===== src/rtl/tsi_ram.sv =====
// Generic single-port-write, single-port-read RAM with a registered read.
// Holds the branch stack of the turtle interpreter; no package needed.
`timescale 1ns / 1ps
`default_nettype none

module tsi_ram #(
    parameter int WIDTH = 8,
    parameter int DEPTH = 16
) (
    input  wire logic                     i_clk,
    input  wire logic                     i_we,
    input  wire logic [$clog2(DEPTH)-1:0] i_waddr,
    input  wire logic [WIDTH-1:0]         i_wdata,
    input  wire logic                     i_re,
    input  wire logic [$clog2(DEPTH)-1:0] i_raddr,
    output logic      [WIDTH-1:0]         o_rdata
);

    logic [WIDTH-1:0] r_mem [DEPTH];

    // Write port and registered read port
    always_ff @(posedge i_clk) begin
        if (i_we) begin
            r_mem[i_waddr] <= i_wdata;
        end
        if (i_re) begin
            o_rdata <= r_mem[i_raddr];
        end
    end

endmodule

`default_nettype wire

===== config.mk =====
export PLATFORM = sky130hd
export DESIGN_NAME = tsi_ram
export DESIGN_NICKNAME = d
export VERILOG_FILES = /design/src/rtl/tsi_ram.sv
export SDC_FILE = /design/constraint.sdc
export NUM_CORES = 1
export LEC_CHECK = 0
export BUFFER_PORTS_ARGS = -buffer_cell sky130_fd_sc_hd__buf_2
export CORE_MARGIN = 2
export CORE_UTILIZATION = 45
export DETAILED_ROUTE_END_ITERATION = 7
export PLACE_DENSITY_LB_ADDON = 0.2
export REMOVE_ABC_BUFFERS = 1
export SLEW_MARGIN = 20
export SYNTH_ARGS = -nofsm -noshare
export SYNTH_HDL_FRONTEND = slang
export SYNTH_SLANG_ARGS = --single-unit

===== constraint.sdc =====
create_clock -name i_clk -period 2.26 [get_ports i_clk]
set_input_delay 0.452 -clock i_clk [delete_from_list [all_inputs] [get_ports i_clk]]
set_output_delay 0.452 -clock i_clk [all_outputs]
set_load 0.005 [all_outputs]

==> impl_metrics.tcl <==
set metrics [dict create \
    die_w_um 111.8 \
    setup_violations 0 \
    wl_um 9639 \
    period_needed_ns 1.632 \
    p_per_area_nw_per_um2 913.6 \
    dp.final_hpwl_um 6131 \
    ys_warn_count 0 \
    peakVddDrop_v 0.0005309 \
    worstHoldStart "i_re" \
    slew_headroom_pct 52.24 \
    ys_seq_area_share_pct 78.12 \
    final-hold-violation-count 0 \
    multi_input_area_um2 1057 \
    wl_per_cell_um 21.96 \
    ys_types 18 \
    diodes 0 \
    rows 39 \
    r2r_cells 3 \
    maxCapViolCount 0 \
    place_area_um2 5618 \
    grt_pass1_wl_um 15300 \
    setup.worst_path.start_class "input pin" \
    cts_setup_buffers 0 \
    r2r-end "o_rdata[5]" \
    cts.path.max_buffers 2 \
    rsz0062_at_grt "false" \
    synth_cells 229 \
    hold_depth 1 \
    detail-route-antenna-nets 0 \
    fillers 865 \
    p_total_mw 5.640 \
    outcome "completed" \
    grt_antenna_before_repair 0 \
    hold_path_class "in2reg" \
    drive_gt1_share_pct 31.42 \
    start_util_pct 45.98 \
    first_global_vias 2610 \
    first_pass_iters 5 \
    grt_overflow 0 \
    cts-resized-gates 0 \
    via_count 2422 \
    drt-vias-per-instance 5.517 \
    gp_congestion 0.7330 \
    port-buffer-count 26 \
    grt.total_usage_pct 17.08 \
    clock_latency_ns 0.40 \
    p_leak_nw 2.070 \
    h-tree-depth 4 \
    cts_tree "built" \
    clk_pin_slew_ns 0.06 \
    ys_seq_elements 136 \
    ff_latch_area_um2 4084 \
    synth_area_um2 5228 \
    core_um2 11370 \
    clockRootBuffer "clkbuf_16" \
    crit_type "in2reg" \
    final_nets 302 \
    cts_buffers 17 \
    whs_endpoint "o_rdata[5]" \
    r2r_start "r_mem[9][5]" \
    design_area_um2 6173 \
    tightest_slew_ns 0.7137 \
    slew_viol_final 0 \
    fin_tns_setup_ns 0 \
    io_pins 27 \
    drt_iter0_markers 149 \
    crit_chain "buf_2 > buf_12 > mux4_1 > a22oi_1 > nand2_1" \
    finalCritPeriodShare_pct 72.22 \
    crit_path_max_incr_delay_ns 0.59 \
    setup.worst_path.end_class "flip-flop" \
    syn_avg_cell_area_um2 22.83 \
    die_h_um 111.8 \
    areaGrowthSynthToFinish_pct 18.09 \
    cp_slowest_cell "mux4_1" \
    cts_sinks 136 \
    reg2reg_slack_ns 0.81 \
    dieArea_um2 12490 \
    fmax_mhz 612.7 \
    drc 0 \
    path_max_fanout 32 \
    arrival_ns 1.78 \
    critPathRequiredTime_ns 2.41 \
    fin_skew_ns 0.01239 \
    grt_max_degree 33 \
    cts_hold_buf 0 \
]
[synth_stat cells]
| cell type | number | area, um2 |
|---|---|---|
| nor2b_1 | 1 | 6.260 |
| nand3_1 | 1 | 5.000 |
| nand2b_1 | 2 | 12.51 |
| buf_2 | 3 | 15.01 |
| nor2_1 | 13 | 48.80 |
| or3b_2 | 1 | 8.760 |
| buf_6 | 3 | 33.78 |
| mux4_1 | 14 | 367.9 |
| clkdlybuf4s25_2 | 3 | 30.03 |
| mux4_2 | 18 | 405.4 |
| nand3b_1 | 2 | 15.01 |
| nand2_1 | 9 | 33.78 |
| edfxtp_1 | 136 | 4084 |
| nor3_1 | 4 | 20.02 |
| a22oi_1 | 16 | 120.1 |
| and2_1 | 1 | 6.260 |
| buf_4 | 1 | 7.510 |
| and2b_1 | 1 | 7.510 |
[cells by family after synthesis]
group	count (synthesis)	share of synthesized area, %
AO/OA/AOI/OAI	16	2.298
buffers and inverters	10	1.651
flip-flops	136	78.12
multiplexers	32	14.79
AND/OR/NAND/NOR	35	3.136
[sequential cells by signal, indices dropped and copies added (netlist names)]
name / cells
r_mem: 128
o_rdata: 8
[report_power, final]
group	switching [mW]	internal (mW)
Combinational	0.142	0.111
Clock	1.01	1.52
Sequential	0.0158	2.84
Total	1.17	4.47
[area by class of cell]
cell class | instances | share of cell area, %
clock buffer | 19 | 7.013
clock inverter | 13 | 1.986
tap | 143 | 2.898
sequential | 136 | 66.15
timing repair buffer | 45 | 4.824
multi-input combinational | 83 | 17.13
[how the worst max path moves through the flow]
| stage | startpoint | endpoint | slack (ns) | depth (start not counted) |
|---|---|---|---|---|
| 2_1_floorplan | i_waddr[2] | r_mem[0][0] | 0.32 | 2 |
| 4_1_cts | i_raddr[0] | o_rdata[3] | 0.59 | 5 |
| 5_1_grt | i_raddr[0] | o_rdata[3] | 0.56 | 5 |
| 6_report | i_raddr[0] | o_rdata[3] | 0.63 | 5 |
| 3_5_place_dp | i_raddr[0] | o_rdata[3] | 0.21 | 5 |
| 3_3_place_gp | i_raddr[0] | o_rdata[3] | 0.20 | 5 |
[per-layer routing]
| layer | up-vias | share of wire, % | routed length [um] | track usage (%) |
|---|---|---|---|---|
| met5 | - | 0 | 0 | 0 |
| met4 | 0 | 0.63 | 61 | 5.514 |
| met3 | 4 | 3.9 | 375 | 4.954 |
| met2 | 54 | 49 | 4706 | 25.74 |
| met1 | 1276 | 47 | 4496 | 24.41 |
| li1 | 1088 | - | - | - |
[worst max-delay path: cells and delay by family]
| kind | cells | cell delay, ns |
|---|---|---|
| buffers and inverters | 2 | 0.35 |
| multiplexers | 1 | 0.59 |
| AO/OA/AOI/OAI | 1 | 0.28 |
| AND/OR/NAND/NOR | 1 | 0.08 |
[cell usage in the layout, fill, tap and decap left out, types with 3 or more instances in the layout]
cell and count:
nand2_1 9, clkbuf_16 17, mux4_2 18, buf_4 17
edfxtp_1 136, mux4_1 14, clkinvlp_4 6, inv_6 3
buf_2 26, nor2_1 13, a22oi_1 16, nor3_1 4
[through the flow]
| step | worst slack [ns] | cells | hold WS, ns | util (%) |
|---|---|---|---|---|
| 4_1_cts | 0.5940 | 439 | 0.4181 | 54.30 |
| 6_report | 0.6279 | 439 | 0.4294 | 54.30 |
| 5_1_grt | 0.5567 | 439 | 0.4119 | 54.30 |
| 3_5_place_dp | 0.2097 | 407 | 0.7300 | 49.41 |
| 2_1_floorplan | 0.3151 | 219 | 0.5509 | - |
| 3_3_place_gp | 0.1967 | 407 | 0.7316 | 49.41 |
No activity file was read; power rests on OpenSTA's default activity.
